`config.mk`:
```
export PLATFORM = sky130hd
export DESIGN_NAME = dpob_regs
export DESIGN_NICKNAME = d
export VERILOG_FILES = /design/src/sv/dpob_pkg.sv /design/src/sv/dpob_regs.sv
export SDC_FILE = /design/constraint.sdc
export NUM_CORES = 1
export LEC_CHECK = 0
export BUFFER_PORTS_ARGS = -buffer_cell sky130_fd_sc_hd__buf_4
export CAP_MARGIN = 10
export CORE_MARGIN = 2
export CORE_UTILIZATION = 46
export DETAILED_ROUTE_END_ITERATION = 10
export GPL_TIMING_DRIVEN = 0
export PLACE_DENSITY_LB_ADDON = 0.1
export SYNTH_ARGS = -nofsm -noshare
export SYNTH_HDL_FRONTEND = slang
export SYNTH_SLANG_ARGS = --single-unit
```
`constraint.sdc`:
```
create_clock -name aclk -period 1.3 [get_ports aclk]
set_input_delay 0.13 -clock aclk [delete_from_list [all_inputs] [get_ports aclk]]
set_output_delay 0.13 -clock aclk [all_outputs]
set_load 0.02 [all_outputs]
```
`src/sv/dpob_pkg.sv`:
```
// ============================================================================
// dpob_pkg
// Shared types, register codes, constants and the sine table generator for
// the decaying partial oscillator bank.
// ============================================================================
`default_nettype none

package dpob_pkg;

    // configuration port geometry
    localparam int ADDR_W = 4;
    localparam int DATA_W = 32;

    // q1.16 one, used for damping, depth and modulation gain
    localparam int DAMP_W = 17;
    localparam logic [DAMP_W-1:0] DAMP_ONE = 17'h10000;

    // register reset values
    localparam logic [3:0]        ACTIVE_RST      = 4'd4;
    localparam logic [DAMP_W-1:0] HIGH_DAMP_RST   = 17'h10000;
    localparam logic [DAMP_W-1:0] CHORUS_DEPTH_RST = 17'h00000;
    localparam logic [23:0]       CHORUS_STEP_RST = 24'h000000;

    // output saturation bounds
    localparam logic signed [23:0] SAMPLE_MAX = 24'sh7FFFFF;
    localparam logic signed [23:0] SAMPLE_MIN = 24'sh800000;

    // sine series constants
    localparam longint unsigned Q30_ONE     = 64'd1073741824;
    localparam longint unsigned HALF_PI_Q30 = 64'd1686629713;

    // register index codes
    typedef enum logic [1:0] {
        REG_ACTIVE       = 2'd0,
        REG_HIGH_DAMP    = 2'd1,
        REG_CHORUS_DEPTH = 2'd2,
        REG_CHORUS_STEP  = 2'd3
    } reg_idx_t;

    // configuration registers as seen by the datapath
    typedef struct packed {
        logic [3:0]        active_partials;
        logic [DAMP_W-1:0] high_damping;
        logic [DAMP_W-1:0] chorus_depth;
        logic [23:0]       chorus_step;
    } cfg_t;

    // one partial's stored state
    typedef struct packed {
        logic [23:0] phase;
        logic [23:0] step;
        logic [15:0] level;
        logic [15:0] decay;
    } entry_t;

    // controller to datapath commands
    typedef struct packed {
        logic load;
        logic tick_start;
        logic ch_rd;
        logic ch_mul;
        logic ch_am;
        logic part_rd;
        logic part_sine;
        logic part_mul1;
        logic part_mul2;
        logic part_acc;
        logic fin_mul;
        logic fin_add;
        logic out_load;
    } cmd_t;

    // datapath to controller status
    typedef struct packed {
        logic div_done;
        logic chorus_on;
        logic no_parts;
        logic last_part;
    } stat_t;

    // round(32767*sin(j*pi/2/quarter)) by truncated taylor series
    function automatic logic [15:0] quarter_sine(longint unsigned j, int unsigned bits);
        longint unsigned x;
        longint unsigned x2;
        longint unsigned t;
        longint unsigned s;
        longint unsigned v;
        x  = (j * HALF_PI_Q30) >> (bits - 2);
        x2 = (x * x) >> 30;
        t  = Q30_ONE - x2 / 72;
        t  = Q30_ONE - ((x2 * t) >> 30) / 42;
        t  = Q30_ONE - ((x2 * t) >> 30) / 20;
        t  = Q30_ONE - ((x2 * t) >> 30) / 6;
        s  = (x * t) >> 30;
        v  = (s * 64'd32767 + (64'd1 << 29)) >> 30;
        if (v > 64'd32767) begin
            v = 64'd32767;
        end
        return 16'(v);
    endfunction

    // full-wave table entry built from the mirrored quarter wave
    function automatic logic signed [15:0] sine_entry(int unsigned i, int unsigned bits);
        int unsigned quarter;
        int unsigned q;
        int unsigned j;
        logic [15:0] v;
        quarter = 1 << (bits - 2);
        q = i >> (bits - 2);
        j = i & (quarter - 1);
        if ((q & 1) != 0) begin
            v = quarter_sine(64'(quarter - j), bits);
        end else begin
            v = quarter_sine(64'(j), bits);
        end
        if ((q & 2) != 0) begin
            return $signed(16'(-v));
        end
        return $signed(v);
    endfunction

endpackage

`default_nettype wire

```
`src/sv/dpob_regs.sv`:
```
// ============================================================================
// dpob_regs
// APB-style configuration register file: four write/read registers.
// ============================================================================
`default_nettype none

module dpob_regs (
    input  wire logic                        aclk,
    input  wire logic                        aresetn,
    input  wire logic                        psel,
    input  wire logic                        penable,
    input  wire logic                        pwrite,
    input  wire logic [dpob_pkg::ADDR_W-1:0] paddr,
    input  wire logic [dpob_pkg::DATA_W-1:0] pwdata,
    output logic      [dpob_pkg::DATA_W-1:0] prdata,
    output logic                             pready,
    output dpob_pkg::cfg_t                   cfg
);
    import dpob_pkg::*;

    cfg_t     cfg_reg;
    reg_idx_t reg_idx;
    logic     wr_en;

    assign reg_idx = reg_idx_t'(paddr[3:2]);
    assign wr_en   = psel && penable && pwrite;
    assign pready  = 1'b1;
    assign cfg     = cfg_reg;

    // register writes on the access cycle
    always_ff @(posedge aclk) begin
        if (!aresetn) begin
            cfg_reg.active_partials <= ACTIVE_RST;
            cfg_reg.high_damping    <= HIGH_DAMP_RST;
            cfg_reg.chorus_depth    <= CHORUS_DEPTH_RST;
            cfg_reg.chorus_step     <= CHORUS_STEP_RST;
        end else if (wr_en) begin
            case (reg_idx)
                REG_ACTIVE:       cfg_reg.active_partials <= pwdata[3:0];
                REG_HIGH_DAMP:    cfg_reg.high_damping    <= pwdata[DAMP_W-1:0];
                REG_CHORUS_DEPTH: cfg_reg.chorus_depth    <= pwdata[DAMP_W-1:0];
                REG_CHORUS_STEP:  cfg_reg.chorus_step     <= pwdata[23:0];
                default: ;
            endcase
        end
    end

    // read mux
    always_comb begin
        case (reg_idx)
            REG_ACTIVE:       prdata = DATA_W'(cfg_reg.active_partials);
            REG_HIGH_DAMP:    prdata = DATA_W'(cfg_reg.high_damping);
            REG_CHORUS_DEPTH: prdata = DATA_W'(cfg_reg.chorus_depth);
            REG_CHORUS_STEP:  prdata = DATA_W'(cfg_reg.chorus_step);
            default:          prdata = '0;
        endcase
    end

endmodule

`default_nettype wire

```
Word-level counts from Yosys, hierarchy flattened
Cells that the tools add are included.
{"block": "word_totals", "mem_bits_ro": 0, "out_inout_bits": 95, "reg_bits": 62, "latch_bits": 0, "wordCells": 15, "in_bits": 41, "n_memories": 0, "mem_bits_rw": 0}
{"block": "op_classes", "bitwise_logic": 0, "n_shift": 0, "magnitude_cmp": 0, "reduce_logical": 7, "mux": 1, "add_sub_neg": 0, "mul": 0, "n_eq_ne": 3, "div": 0}
{"operator": "32-bit one-hot mux with 4 select lines", "count": 1}
{"operator": "2-bit AND reduction", "count": 4}
{"operator": "2-bit == test (second input constant)", "count": 2}
{"operator": "2-bit by 1-bit == test with 1-bit output (second input constant)", "count": 1}
{"operator": "1-bit logical AND", "count": 2}
{"operator": "2-bit logical NOT", "count": 1}

Depth between registers and ports, before layout
{"block": "depth", "depth_word": 3, "mapped_depth": 5, "ltp_nobuf": 3}

Worst setup path before layout
OpenSTA, ideal clock, no wires.
{"block": "synth_path", "path_type": "input to output", "startpoint": "input port paddr[3] (netlist bit)", "endpoint": "output port prdata[11] (netlist bit)", "n_path_buf": 1, "path_stages": 3, "t_required_ps": 1170, "path_slack_ps": 223, "arrival_ps": 947, "cell_sequence": "and2b_4 > clkbuf_1 > a22o_1"}
{"block": "synth_via", "elab_chain_cells": 2, "word_cells_on_any_way": 5, "classes_between": "3 x eq/ne; 1 x mux; 1 x reduce/logical"}
{"item": "start: declaration", "line_no": "dpob_regs.sv:13", "text": "input wire logic [dpob_pkg::ADDR_W-1:0] paddr,"}
{"item": "2-bit == test, or another cell as far along", "line_no": "dpob_regs.sv:50", "text": "case (reg_idx)"}
{"item": "32-bit one-hot mux with 4 select lines (*)", "line_no": "dpob_regs.sv:50"}
{"item": "end: declaration", "line_no": "dpob_regs.sv:15", "text": "output logic [dpob_pkg::DATA_W-1:0] prdata,"}
Every way passes the cells marked *; elsewhere a longest branch is shown, timed or not. The select of a mux whose other input is x is not followed.

Worst setup path after layout
{"block": "layout_path", "startpoint": "register cfg_reg (netlist bit cfg[0])", "endpoint": "output port prdata[0] (netlist bit)"}
{"block": "layout_via", "elab_chain_cells": 1}
{"item": "start: declaration", "line_no": "dpob_regs.sv:21", "text": "cfg_t cfg_reg;"}
{"item": "32-bit one-hot mux with 4 select lines", "line_no": "dpob_regs.sv:50"}
Every way passes these cells. The select of a mux whose other input is x is not followed.

==> results.cfg <==
[finish]
final_common_cell = buf_4
final_nets = 494
area_growth_pct = 52.7
instances_no_fill = 531
n_fill_cell = 471
final_area_um2 = 4440
drive_gt1_share_pct = 53.5
layout_common_cells = buf_4 (137), nand2_1 (84), mux2i_1 (60)
insertedDiodeCount = 0
largest_reg_flops = 62

[logic_synthesis]
ys_ff_latch = 62
yosysUniqueCellTypes = 26
syn_avg_cell_area_um2 = 9.98
synth_top_area_share_pct = 42.7
synthTopCellsByArea = dfxtp_1 (43%), mux2i_1 (21%), nand2_1 (11%), a22o_1 (3.9%), mux2_1 (3.1%)
yosys_warnings = 0
netlist_area_um2 = 2910
synthCells = 291
synth_seq_area_share_pct = 42.7
synth_top_cell_by_area = dfxtp_1

[setup_path]
crit_type = reg2out
critPathCaptureType = primary output
rr_worst_depth = 4
crit_arrival_ns = 1.27
critPathRequiredTime_ns = 1.17
timing.rr.start = cfg[2]
critPathMaxFanout = 2
start_kind = flip-flop
r2r_slack_ns = 0.47
reg2reg_to = cfg[2]

[global_routing]
gr-usage-met2_pct = 40.0
grtUsageTotal_pct = 23.8
antenna_found_initial = 0
grt_max_degree = 11
grt_use_met3_pct = 5.64
top_usage_layer = met2
use_met1_pct = 30.0
overflow = 0
grt_pass1_wl_um = 13100
grt_pass1_vias = 2553

[sta]
setup_ws_ns = -0.0950
fmax_mhz = 717
rsz0062_at_grt = true
fin_setup_tns_ns = -1.39
timing.slew.headroom_pct = 60.7
fin_crit_sh_pct = 107
slew_viol_final = 0
worst_pin_slew_ns = 0.589
period_needed_ns = 1.40
fin_skew_ns = 0
hold_violations = 0
setup_viol = 17

[placed_design]
hpwl_um = 5750
port-buffer-count = 115
place.gp.congestion = 0.743
place_area_um2 = 3890
placedCellCount = 488

[min_path]
hold_depth = 2
hold_end = cfg[60]
min_from = pwdata[2]
min_path_type = in2reg

[clock_tree]
cts_tree = built
numClockSinks = 62
cts_root_buf = clkbuf_8
hold_buffers = 0
clk_path_buf_depth = 2
cts_max_level = 3
numCtsBuffers = 9
clk_latency_ns = 0.33
clkTransAtPathRegs_ns = 0.07

[detailed_routing]
postRouteAntennaNets = 0
wl_um = 8630
dr.pass1.iters = 4
first_iter_violations = 114
drc = 0
avgRoutedWirePerCell_um = 16.2
vias = 2710
vias_per_cell = 5.10

[floorplanning]
die_width_um = 83.5
start_util_pct = 48.2
die_height_um = 83.5
core_um2 = 6030
core.rowCount = 28
dieArea_um2 = 6970
io_pins = 136

[power_and_ir_drop]
power.density_nw_per_um2 = 895
leakagePower_nw = 2.16
ir_drop_uv = 688

[run]
cap_violations = 0

[outcome]
status = finished with violations
violations = setup timing
==> cells by family after synthesis <==
| kind of cell | count (synthesis) | share of synthesized area, % |
|---|---|---|
| AO/OA/AOI/OAI | 16 | 4.78 |
| buffers and inverters | 35 | 8.79 |
| flip-flops | 62 | 42.7 |
| multiplexers | 77 | 28.8 |
| other | 2 | 0.258 |
| AND/OR/NAND/NOR | 99 | 14.6 |
==> final cells by class <==
type	count	area, um2	share of cell area, %
inverters	2	7.51	0.169
plain buffers	33	251	5.67
flip-flops and latches	62	1290	29.1
clock inverters	1	5.00	0.113
repair buffers	144	1140	25.8
clock buffers	13	169	3.81
multi-input cells	201	1470	33.2
well taps	75	93.8	2.12
==> timing repair <==
action,in CTS,in global routing
setup buffers,22,7
setup endpoints to repair,20,17
gates resized for setup,55,15
pin swaps,2,7
==> cells in the mapped netlist, drive strengths merged <==
cell type	number
and2	1
a211o	1
o211ai	1
inv	2
nand3b	1
nor3	1
nand3	2
buf	23
clkbuf	10
mux2	13
conb	2
o31a	1
mux2i	60
and3	9
dfxtp	62
and2b	1
mux4	4
nand2	84
a22o	13
==> stage by stage <==
step	util, %	hold WS, ns	total power, W	worst slack [ns]
CTS	72.1	0.00899	0.00397	-0.113
detailed placement	64.5	0.352	0.00245	-0.257
global placement	64.5	0.346	0.00245	-0.238
finish	73.6	0.0315	0.00397	-0.0950
global route	73.6	0.0181	0.00412	-0.136
floorplan	-	0.248	0.00226	0.223
==> worst max path at each step <==
stage,from,endpoint,slack (ns),cells after the start
after floorplan,paddr[3],prdata[11],0.22,3
after global placement,paddr[3],prdata[5],-0.24,5
after detailed placement,paddr[3],prdata[9],-0.26,5
after CTS,cfg[33],prdata[9],-0.11,3
after global routing,cfg[33],prdata[9],-0.14,3
final,cfg[0],prdata[0],-0.1,2
==> metal layers <==
| metal | wire [um] | up-vias |
|---|---|---|
| met5 | 0 | - |
| met4 | 87 | 0 |
| met3 | 568 | 8 |
| met2 | 4340 | 96 |
| met1 | 3630 | 1306 |
| li1 | - | 1300 |
==> worst max-delay path, cell delays in order, from the launching register on <==
cell     delay (ns)
dfxtp_2        0.32
mux4_2         0.47
buf_6          0.15
==> report_power, final <==
group	switching (W)	internal, W
Sequential	0.0000172	0.00193
Clock	0.000693	0.000825
Combinational	0.000276	0.000229
(Power assumes the default switching activity.)
