[src/sv/dpob_pkg.sv]
// ============================================================================
// dpob_pkg
// Shared types, register codes, constants and the sine table generator for
// the decaying partial oscillator bank.
// ============================================================================
`default_nettype none

package dpob_pkg;

    // configuration port geometry
    localparam int ADDR_W = 4;
    localparam int DATA_W = 32;

    // q1.16 one, used for damping, depth and modulation gain
    localparam int DAMP_W = 17;
    localparam logic [DAMP_W-1:0] DAMP_ONE = 17'h10000;

    // register reset values
    localparam logic [3:0]        ACTIVE_RST      = 4'd4;
    localparam logic [DAMP_W-1:0] HIGH_DAMP_RST   = 17'h10000;
    localparam logic [DAMP_W-1:0] CHORUS_DEPTH_RST = 17'h00000;
    localparam logic [23:0]       CHORUS_STEP_RST = 24'h000000;

    // output saturation bounds
    localparam logic signed [23:0] SAMPLE_MAX = 24'sh7FFFFF;
    localparam logic signed [23:0] SAMPLE_MIN = 24'sh800000;

    // sine series constants
    localparam longint unsigned Q30_ONE     = 64'd1073741824;
    localparam longint unsigned HALF_PI_Q30 = 64'd1686629713;

    // register index codes
    typedef enum logic [1:0] {
        REG_ACTIVE       = 2'd0,
        REG_HIGH_DAMP    = 2'd1,
        REG_CHORUS_DEPTH = 2'd2,
        REG_CHORUS_STEP  = 2'd3
    } reg_idx_t;

    // configuration registers as seen by the datapath
    typedef struct packed {
        logic [3:0]        active_partials;
        logic [DAMP_W-1:0] high_damping;
        logic [DAMP_W-1:0] chorus_depth;
        logic [23:0]       chorus_step;
    } cfg_t;

    // one partial's stored state
    typedef struct packed {
        logic [23:0] phase;
        logic [23:0] step;
        logic [15:0] level;
        logic [15:0] decay;
    } entry_t;

    // controller to datapath commands
    typedef struct packed {
        logic load;
        logic tick_start;
        logic ch_rd;
        logic ch_mul;
        logic ch_am;
        logic part_rd;
        logic part_sine;
        logic part_mul1;
        logic part_mul2;
        logic part_acc;
        logic fin_mul;
        logic fin_add;
        logic out_load;
    } cmd_t;

    // datapath to controller status
    typedef struct packed {
        logic div_done;
        logic chorus_on;
        logic no_parts;
        logic last_part;
    } stat_t;

    // round(32767*sin(j*pi/2/quarter)) by truncated taylor series
    function automatic logic [15:0] quarter_sine(longint unsigned j, int unsigned bits);
        longint unsigned x;
        longint unsigned x2;
        longint unsigned t;
        longint unsigned s;
        longint unsigned v;
        x  = (j * HALF_PI_Q30) >> (bits - 2);
        x2 = (x * x) >> 30;
        t  = Q30_ONE - x2 / 72;
        t  = Q30_ONE - ((x2 * t) >> 30) / 42;
        t  = Q30_ONE - ((x2 * t) >> 30) / 20;
        t  = Q30_ONE - ((x2 * t) >> 30) / 6;
        s  = (x * t) >> 30;
        v  = (s * 64'd32767 + (64'd1 << 29)) >> 30;
        if (v > 64'd32767) begin
            v = 64'd32767;
        end
        return 16'(v);
    endfunction

    // full-wave table entry built from the mirrored quarter wave
    function automatic logic signed [15:0] sine_entry(int unsigned i, int unsigned bits);
        int unsigned quarter;
        int unsigned q;
        int unsigned j;
        logic [15:0] v;
        quarter = 1 << (bits - 2);
        q = i >> (bits - 2);
        j = i & (quarter - 1);
        if ((q & 1) != 0) begin
            v = quarter_sine(64'(quarter - j), bits);
        end else begin
            v = quarter_sine(64'(j), bits);
        end
        if ((q & 2) != 0) begin
            return $signed(16'(-v));
        end
        return $signed(v);
    endfunction

endpackage

`default_nettype wire

[src/sv/dpob_ctrl.sv]
// ============================================================================
// dpob_ctrl
// Controller: sequences loads, the damping divide, the chorus gain, the
// per-partial loop, the final scaling and the output register handshake.
// ============================================================================
`default_nettype none

module dpob_ctrl (
    input  wire logic       aclk,
    input  wire logic       aresetn,
    input  wire logic       s_valid,
    input  wire logic       s_req_type,
    output logic            s_ready,
    output logic            m_valid,
    input  wire logic       m_ready,
    input  wire dpob_pkg::stat_t stat,
    output dpob_pkg::cmd_t  cmd
);
    import dpob_pkg::*;

    typedef enum logic [12:0] {
        S_IDLE   = 13'b0000000000001,
        S_DIV    = 13'b0000000000010,
        S_CH_RD  = 13'b0000000000100,
        S_CH_MUL = 13'b0000000001000,
        S_CH_AM  = 13'b0000000010000,
        S_P_RD   = 13'b0000000100000,
        S_P_SINE = 13'b0000001000000,
        S_P_MUL1 = 13'b0000010000000,
        S_P_MUL2 = 13'b0000100000000,
        S_P_ACC  = 13'b0001000000000,
        S_F_MUL  = 13'b0010000000000,
        S_F_ADD  = 13'b0100000000000,
        S_OUT    = 13'b1000000000000
    } state_t;

    state_t state_reg;
    state_t state_next;
    logic   m_valid_reg;
    logic   m_valid_next;
    logic   in_xfer;
    logic   out_free;

    assign s_ready  = state_reg == S_IDLE;
    assign in_xfer  = s_valid && s_ready;
    assign out_free = !m_valid_reg || m_ready;
    assign m_valid  = m_valid_reg;

    // next state and commands
    always_comb begin
        state_next   = state_reg;
        cmd          = '0;
        m_valid_next = m_valid_reg && !m_ready;
        case (state_reg)
            S_IDLE: begin
                if (in_xfer) begin
                    if (s_req_type) begin
                        cmd.tick_start = 1'b1;
                        state_next     = S_DIV;
                    end else begin
                        cmd.load = 1'b1;
                    end
                end
            end
            S_DIV: begin
                if (stat.div_done) begin
                    if (stat.chorus_on) begin
                        state_next = S_CH_RD;
                    end else if (stat.no_parts) begin
                        state_next = S_F_MUL;
                    end else begin
                        state_next = S_P_RD;
                    end
                end
            end
            S_CH_RD: begin
                cmd.ch_rd  = 1'b1;
                state_next = S_CH_MUL;
            end
            S_CH_MUL: begin
                cmd.ch_mul = 1'b1;
                state_next = S_CH_AM;
            end
            S_CH_AM: begin
                cmd.ch_am  = 1'b1;
                state_next = stat.no_parts ? S_F_MUL : S_P_RD;
            end
            S_P_RD: begin
                cmd.part_rd = 1'b1;
                state_next  = S_P_SINE;
            end
            S_P_SINE: begin
                cmd.part_sine = 1'b1;
                state_next    = S_P_MUL1;
            end
            S_P_MUL1: begin
                cmd.part_mul1 = 1'b1;
                state_next    = S_P_MUL2;
            end
            S_P_MUL2: begin
                cmd.part_mul2 = 1'b1;
                state_next    = S_P_ACC;
            end
            S_P_ACC: begin
                cmd.part_acc = 1'b1;
                state_next   = stat.last_part ? S_F_MUL : S_P_RD;
            end
            S_F_MUL: begin
                cmd.fin_mul = 1'b1;
                state_next  = S_F_ADD;
            end
            S_F_ADD: begin
                cmd.fin_add = 1'b1;
                state_next  = S_OUT;
            end
            // wait for the output register to free up
            S_OUT: begin
                if (out_free) begin
                    cmd.out_load = 1'b1;
                    m_valid_next = 1'b1;
                    state_next   = S_IDLE;
                end
            end
            default: begin
                state_next = S_IDLE;
            end
        endcase
    end

    always_ff @(posedge aclk) begin
        if (!aresetn) begin
            state_reg   <= S_IDLE;
            m_valid_reg <= 1'b0;
        end else begin
            state_reg   <= state_next;
            m_valid_reg <= m_valid_next;
        end
    end

    // a tick transfer closes the input until the sample is produced
    a_tick_blocks: assert property (@(posedge aclk) disable iff (!aresetn)
        (in_xfer && s_req_type) |=> !s_ready)
        else $error("input open right after a tick transfer");

    // a load transfer leaves the input open
    a_load_open: assert property (@(posedge aclk) disable iff (!aresetn)
        (in_xfer && !s_req_type) |=> s_ready)
        else $error("input closed after a load transfer");

    // a sample loaded into the output register is presented
    a_out_shown: assert property (@(posedge aclk) disable iff (!aresetn)
        cmd.out_load |=> (m_valid && s_ready))
        else $error("loaded sample not presented");

endmodule

`default_nettype wire
[config.mk]
export PLATFORM = sky130hd
export DESIGN_NAME = dpob_ctrl
export DESIGN_NICKNAME = d
export VERILOG_FILES = /design/src/sv/dpob_pkg.sv /design/src/sv/dpob_ctrl.sv
export SDC_FILE = /design/constraint.sdc
export NUM_CORES = 1
export LEC_CHECK = 0
export BUFFER_PORTS_ARGS = -buffer_cell sky130_fd_sc_hd__buf_2
export CAP_MARGIN = 20
export CORE_AREA = 4 4 58 60
export CTS_CLUSTER_DIAMETER = 80
export DETAILED_ROUTE_END_ITERATION = 12
export DIE_AREA = 0 0 62 64
export PLACE_DENSITY = 0.58
export RECOVER_POWER = 50
export SYNTH_ARGS = -nofsm -noshare
export SYNTH_HDL_FRONTEND = slang
export SYNTH_SLANG_ARGS = --single-unit
[constraint.sdc]
create_clock -name aclk -period 3.4 [get_ports aclk]
set_clock_uncertainty 0.2 [all_clocks]
set_input_delay 0.51 -clock aclk [delete_from_list [all_inputs] [get_ports aclk]]
set_output_delay 0.51 -clock aclk [all_outputs]
set_load 0.01 [all_outputs]
[After elaboration in Yosys (flattened, before gate mapping)]
Cells that the tools add are included.
Word-level totals
  bits in writable memories: 0
  ROM bits: 0
  input bits: 9
  output and inout port bits: 15
  bits in latches: 0
  logic and storage cells: 51
  register bits after elaboration: 14
  memories: 0
Operators by class
  add/subtract/negate cells: 0
  $lt $le $gt $ge: 0
  bitwise gates (word level): 0
  div/mod/pow operators: 0
  muxes and demuxes: 26
  multipliers: 0
  shift-type cells: 0
  equality and inequality tests: 17
  reduce and logical (&&, ||, !) cells: 6
Operators with widths (number)
  case mux 13 bit (13 select lines): 1
  2-to-1 mux 13 bit: 4
  2-to-1 mux 11 bit: 3
  2-to-1 mux 1 bit: 16
  equality test 13 x 1 -> 1 bit, second input constant: 1
  equality test 13 x 10 -> 1 bit, second input constant: 1
  equality test 13 x 11 -> 1 bit, second input constant: 1
  equality test 13 x 12 -> 1 bit, second input constant: 1
  equality test 13 bit, second input constant: 1
  equality test 13 x 2 -> 1 bit, second input constant: 1
  equality test 13 x 3 -> 1 bit, second input constant: 1
  equality test 13 x 4 -> 1 bit, second input constant: 1
  equality test 13 x 5 -> 1 bit, second input constant: 1
  equality test 13 x 6 -> 1 bit, second input constant: 1
  equality test 13 x 7 -> 1 bit, second input constant: 1
  equality test 13 x 8 -> 1 bit, second input constant: 1
  equality test 13 x 9 -> 1 bit, second input constant: 1
  != test 2 bit, second input constant: 3
  2-to-1 mux 2 bit: 2
  AND reduction 4 bit: 1
  logical AND 1 bit: 2
  logical NOT 1 bit: 2
  != test 2 x 1 -> 1 bit, second input constant: 1
  logical OR 1 bit: 1

[Longest topological paths before layout]
Gate-level depths: netlist (run 1).
  word-level depth: 4
  mapped depth: 6
  mapped depth without buffers: 5

[Worst setup path after synthesis (run 1)]
No wires, ideal clock.
  path kind: reg-to-output
  start point: register state_reg[9]
  end point: output cmd[12] (netlist bit)
  arrival: 1.492 ns
  path buffers: 0
  setup slack: 1.198 ns
  required time: 2.690 ns
  cell stages (with the launch flop): 6
  cell sequence: dfxtp_1 or4_4 nor2_2 and4_4 nand2_1 nor2_1
RTL lines
  start, declared: line dpob_ctrl.sv:37  | state_t state_reg;
  start signal, assigned: line dpob_ctrl.sv:135  | state_reg <= state_next;
  end, declared: line dpob_ctrl.sv:17  | output dpob_pkg::cmd_t cmd

==> impl_metrics.ini, run 1 <==
[grt]
antenna_found_initial = 0
grtUsageTotal = 0.133
overflow = 0
grt_pass1_vias = 913
grt_max_degree = 13
grt_pass1_wl_mm = 3.95

[floorplan]
core-area_sq_um = 2930
initial_utilization = 0.318
die-area_sq_um = 3970
die_w_um = 62
rows = 20
die_h_um = 64
ios = 24

[worst_setup_path]
crit_fanout = 6
critPathTopFamily = simple AND/OR/NAND/NOR gates
slowest_delay_ps = 630
crit_buf_inv = 1
crit_type = reg2out
cp_data_required_time_ps = 2690
slowest_stage = nor4_1
worstPathArrival_ps = 2020
cp_cell_sequence = nor4_1 -> nand4_2 -> nor4b_2 -> buf_2
endpoint_kind = output port
reg2reg_depth = 5
start_kind = flop
path_depth = 4

[clock_tree]
ctsLongestPathBuffers = 2
cts_sinks = 14
cts_tree = yes
clk_pin_slew_ps = 100
cts_resized = 0
post_cts_buffers = 0
h-tree-depth = 1
root_buffer = clkbuf_4
cts_buffers = 3
cts_hold_buf = 0
clk_latency_ps = 290

[final_layout]
seqCellArea_sq_um = 280
layout-drive-gt1-share = 0.291
multi_input_area_sq_um = 593
num_antenna_cells = 0
layout.nets = 137
nFillCells = 314
largest_reg_flops = 13
finalInstanceArea_sq_um = 1070
area_delta_synth_final_pct = 15.3
instances_no_fill = 160

[timing]
maxSlewViolCount = 0
finalSetupViolCount = 0
hold_viol = 0
finalCritPeriodShare = 0.804
period_needed_ps = 2730
rsz0062_at_grt = no
worst_slew_pin_slew_ps = 680
finalSetupTns_ps = 0
relSlewSlack = 0.543
fmax_mhz = 366

[detailed_routing]
drt-pass1-iter-count = 4
vias = 897
post-route-drc-count = 0
postRouteAntennaNets = 0
vias_per_cell = 5.61
drt-total-wl_mm = 2.28
routedWlPerCell_um = 14.3
drt_iter0_drc = 32

[yosys]
yosysTopAreaCellShare = 0.301
synth_common_cells = dfxtp_1 (14), nor2_1 (14), and2_1 (6), nor3_1 (6)
synth.ff_latch_count = 14
synth_area_leaders = dfxtp_1 (30%), nor2_1 (5.7%), and2_1 (4.0%)
ys_seq_area_frac = 0.301
ys.flop_type = dfxtp_1
synth_cells = 105
netlist_area_sq_um = 930
syn_avg_cell_area_sq_um = 8.85
synth_edf_count = 0
yosysWarnings = 0
yosys.area.top_type = dfxtp_1
syn_nets = 114
synthDistinctLibCells = 42
async_reset_ff_frac = 0

[power]
p_per_area_nw_per_um2 = 515
p_total_uw = 553
p_leak_uw = 0.000445
ir_drop_uv = 244

[job]
drv_cap = 0

[hold_path]
worstHoldPathType = in2reg
hold_depth = 2

[placed_design]
placed_cells = 156
dpl-instance-area_sq_um = 1050
hpwl_mm = 1.79
gp_congestion = 0.876
port_buffers = 23

[outcome]
outcome = complete, no violations
kinds of logic (layout without fill, tap and decap cells):
kind of cell | after synthesis | after routing | synth area share
and+or+nand+nor | 70 | 70 | 0.544
DFF | 14 | 14 | 0.301
AOI/OAI and AO/OA | 10 | 10 | 0.0754
buffers and inverters | 7 | 29 | 0.0417
xor gates and xnor gates | 4 | 4 | 0.0377
final timing paths:
| kind | start | slack, ps | to |
|---|---|---|---|
| max | state_reg[9] | 670 | cmd[9] |
| min | aresetn | 290 | state_reg[12] |
| max reg2reg | state_reg[9] | 1070 | state_reg[2] |
| min reg2reg | m_valid | 330 | m_valid |
placed cells by master (no fill, tap or decap), types with 2 or more instances in the layout:
master | netlist | final
nand3b_1 | 3 | 3
nand2_1 | 5 | 5
a31oi_1 | 3 | 3
and3_1 | 5 | 5
xnor2_1 | 2 | 2
nor4b_1 | 2 | 2
nor4_1 | 1 | 2
inv_1 | 2 | 2
nor2_1 | 14 | 14
and2_1 | 6 | 3
and4b_1 | 2 | 2
nor3b_1 | 1 | 2
buf_2 | 4 | 22
dfxtp_1 | 14 | 14
xor2_1 | 2 | 2
nor2b_1 | 2 | 2
nand2b_1 | 2 | 2
clkbuf_4 | 0 | 3
and4_1 | 3 | 3
and2_0 | 0 | 3
nor3_1 | 6 | 6
a21oi_1 | 2 | 2
nor4_2 | 3 | 2
per-stage QoR:
stage / hold WS (ps) / utilization / setup WS (ps)
floorplan: 342 / - / 1200
global placement: 314 / 0.360 / 1140
detailed placement: 318 / 0.360 / 1090
CTS: 292 / 0.373 / 765
global route: 302 / 0.366 / 493
finish: 290 / 0.366 / 666
final cells by class:
type,count,area share
sequential,14,0.261
timing repair buffer,23,0.106
tap,33,0.0385
multi-input combinational,84,0.553
clock buffer,4,0.0338
inverter,2,0.00700
metal layers:
metal	up-vias	part of all wire	track usage	routed length (um)
li1	435	-	-	-
met1	437	0.43	0.164	980
met2	23	0.49	0.207	1120
met3	2	0.070	0.0404	160
met4	0	0.0083	0.0557	19
met5	-	0	0	0
power by group:
part / total [uW] / switching (uW) / leakage [uW] / internal (uW)
registers: 205 / 29.2 / 0.000113 / 176
clock network: 126 / 60.5 / 0.0000210 / 65.2
logic: 222 / 114 / 0.000311 / 108
total: 553 / 204 / 0.000445 / 349
(Power assumes the default switching activity.)
==> run 2: changes to the inputs <==
clock period = 2.6 ns   (was 3.4 ns; I/O delays follow)
==> impl_metrics.ini, run 2 (synthesis gave the netlist of run 1 again) <==
[outcome]
outcome = complete, no violations

[timing]
fmax_mhz = 409
finalCritPeriodShare = 0.940
finalSetupTns_ps = 0
relSlewSlack = 0.633
period_needed_ps = 2440
rsz0062_at_grt = no
worst_slew_pin_slew_ps = 546
hold_viol = 0
maxSlewViolCount = 0
finalSetupViolCount = 0

[placed_design]
hpwl_mm = 1.76
placed_cells = 156
gp_congestion = 0.876
port_buffers = 23
dpl-instance-area_sq_um = 1050

[floorplan]
rows = 20
die_w_um = 62
die_h_um = 64
ios = 24
die-area_sq_um = 3970
core-area_sq_um = 2930
initial_utilization = 0.318

[grt]
grt_max_degree = 13
grt_pass1_wl_mm = 3.91
grtUsageTotal = 0.130
antenna_found_initial = 0
overflow = 0
grt_pass1_vias = 877

[clock_tree]
cts_buffers = 3
root_buffer = clkbuf_4
cts_tree = yes
clk_latency_ps = 290
cts_hold_buf = 0
post_cts_buffers = 0
ctsLongestPathBuffers = 2
cts_sinks = 14
h-tree-depth = 1
clk_pin_slew_ps = 80

[detailed_routing]
drt_iter0_drc = 20
drt-met1-wl_um = 964
routedWlPerCell_um = 13.9
dr.max_layer_used = met4
post-route-drc-count = 0
vias = 875
drt-pass1-iter-count = 5
wl_met2_mm = 1.03
drt-total-wl_mm = 2.20
postRouteAntennaNets = 0
vias_per_cell = 5.50
dr_wl_met3_um = 156

[final_layout]
finalInstanceArea_sq_um = 1070
nFillCells = 301
final_common_cell = buf_2
num_antenna_cells = 0
seqCellArea_sq_um = 283
instances_no_fill = 159
area_delta_synth_final_pct = 15.3
layout-drive-gt1-share = 0.310
layout.nets = 137
largest_reg_flops = 13
layout_common_cells = buf_2 (22), nor2_1 (14), dfxtp_1 (12)
multi_input_area_sq_um = 604

[power]
p_leak_uw = 0.000443
ir_drop_uv = 300
p_per_area_nw_per_um2 = 633

[worst_setup_path]
crit_fanout = 8
slowest_stage = dfxtp_1
reg2reg_depth = 5
reg2reg_slack_ps = 520
worstPathArrival_ps = 1850
start_kind = flop
slowest_delay_ps = 420
cp_cell_sequence = nor4_4 -> nand3b_1 -> and4bb_1 -> buf_2
reg2reg_from = state_reg[9]
cp_data_required_time_ps = 2010
crit_type = reg2out
endpoint_kind = output port
regToRegEndpoint = state_reg[2]

[hold_path]
whs_endpoint = state_reg[12]
worstHoldPathType = in2reg
hold_depth = 2
worstHoldStart = aresetn

[job]
drv_cap = 0
==> run 2: cell count changes in the layout (fill, tap and decap cells not counted) <==
cell      delta
clkbuf_8     -1
nor2_4       +1
dfxtp_2      +2
nor4_1       -1
nor4_2       +1
nor2_2       -1
dfxtp_1      -2
==> run 2: layout make-up <==
cell class                      count  area share
Inverter                            2     0.00700
Timing Repair Buffer               23       0.106
Clock buffer                        3      0.0210
Tap cell                           33      0.0385
Sequential cell                    14       0.264
Multi-Input combinational cell     84       0.564
==> run 2: worst max-delay path by stage <==
stage                     slack (ps)    startpoint       to
after global placement           460  state_reg[0]   cmd[1]
after global routing              20  state_reg[0]   cmd[1]
after detailed placement         420  state_reg[9]  cmd[11]
final                            160  state_reg[0]   cmd[1]
after CTS                        100  state_reg[9]  cmd[11]
after floorplan                  520  state_reg[9]  cmd[12]
==> run 2: per-stage QoR <==
stage	utilization	setup WS [ps]	power [uW]	hold slack, ps
floorplan	-	518	516	308
global placement	0.360	455	572	314
detailed placement	0.360	419	569	324
CTS	0.368	100	696	171
global route	0.366	23.8	734	174
finish	0.366	156	679	174
==> run 2: layer usage <==
metal / vias up / GRT usage
met5: - / 0
met4: 0 / 0.0690
met3: 5 / 0.0222
met2: 35 / 0.193
met1: 402 / 0.173
li1: 433 / -
==> run 2: power by group <==
part	internal (uW)	switching, uW
Combinational	141	145
Clock	53.9	71.0
Sequential	230	38.5
Total	425	254
==> run 2: timing repair <==
| action | CTS | global route |
|---|---|---|
| resized for setup | 0 | 3 |
| setup endpoints to repair | 0 | 1 |
| endpoints found under the hold margin | 0 | 0 |
==> run 2: critical path, delay by kind of cell, from the launching register on <==
family                 cells  cell delay (ps)
buffers and inverters      1              130
flip-flops                 1              420
AND/OR/NAND/NOR            3             1010
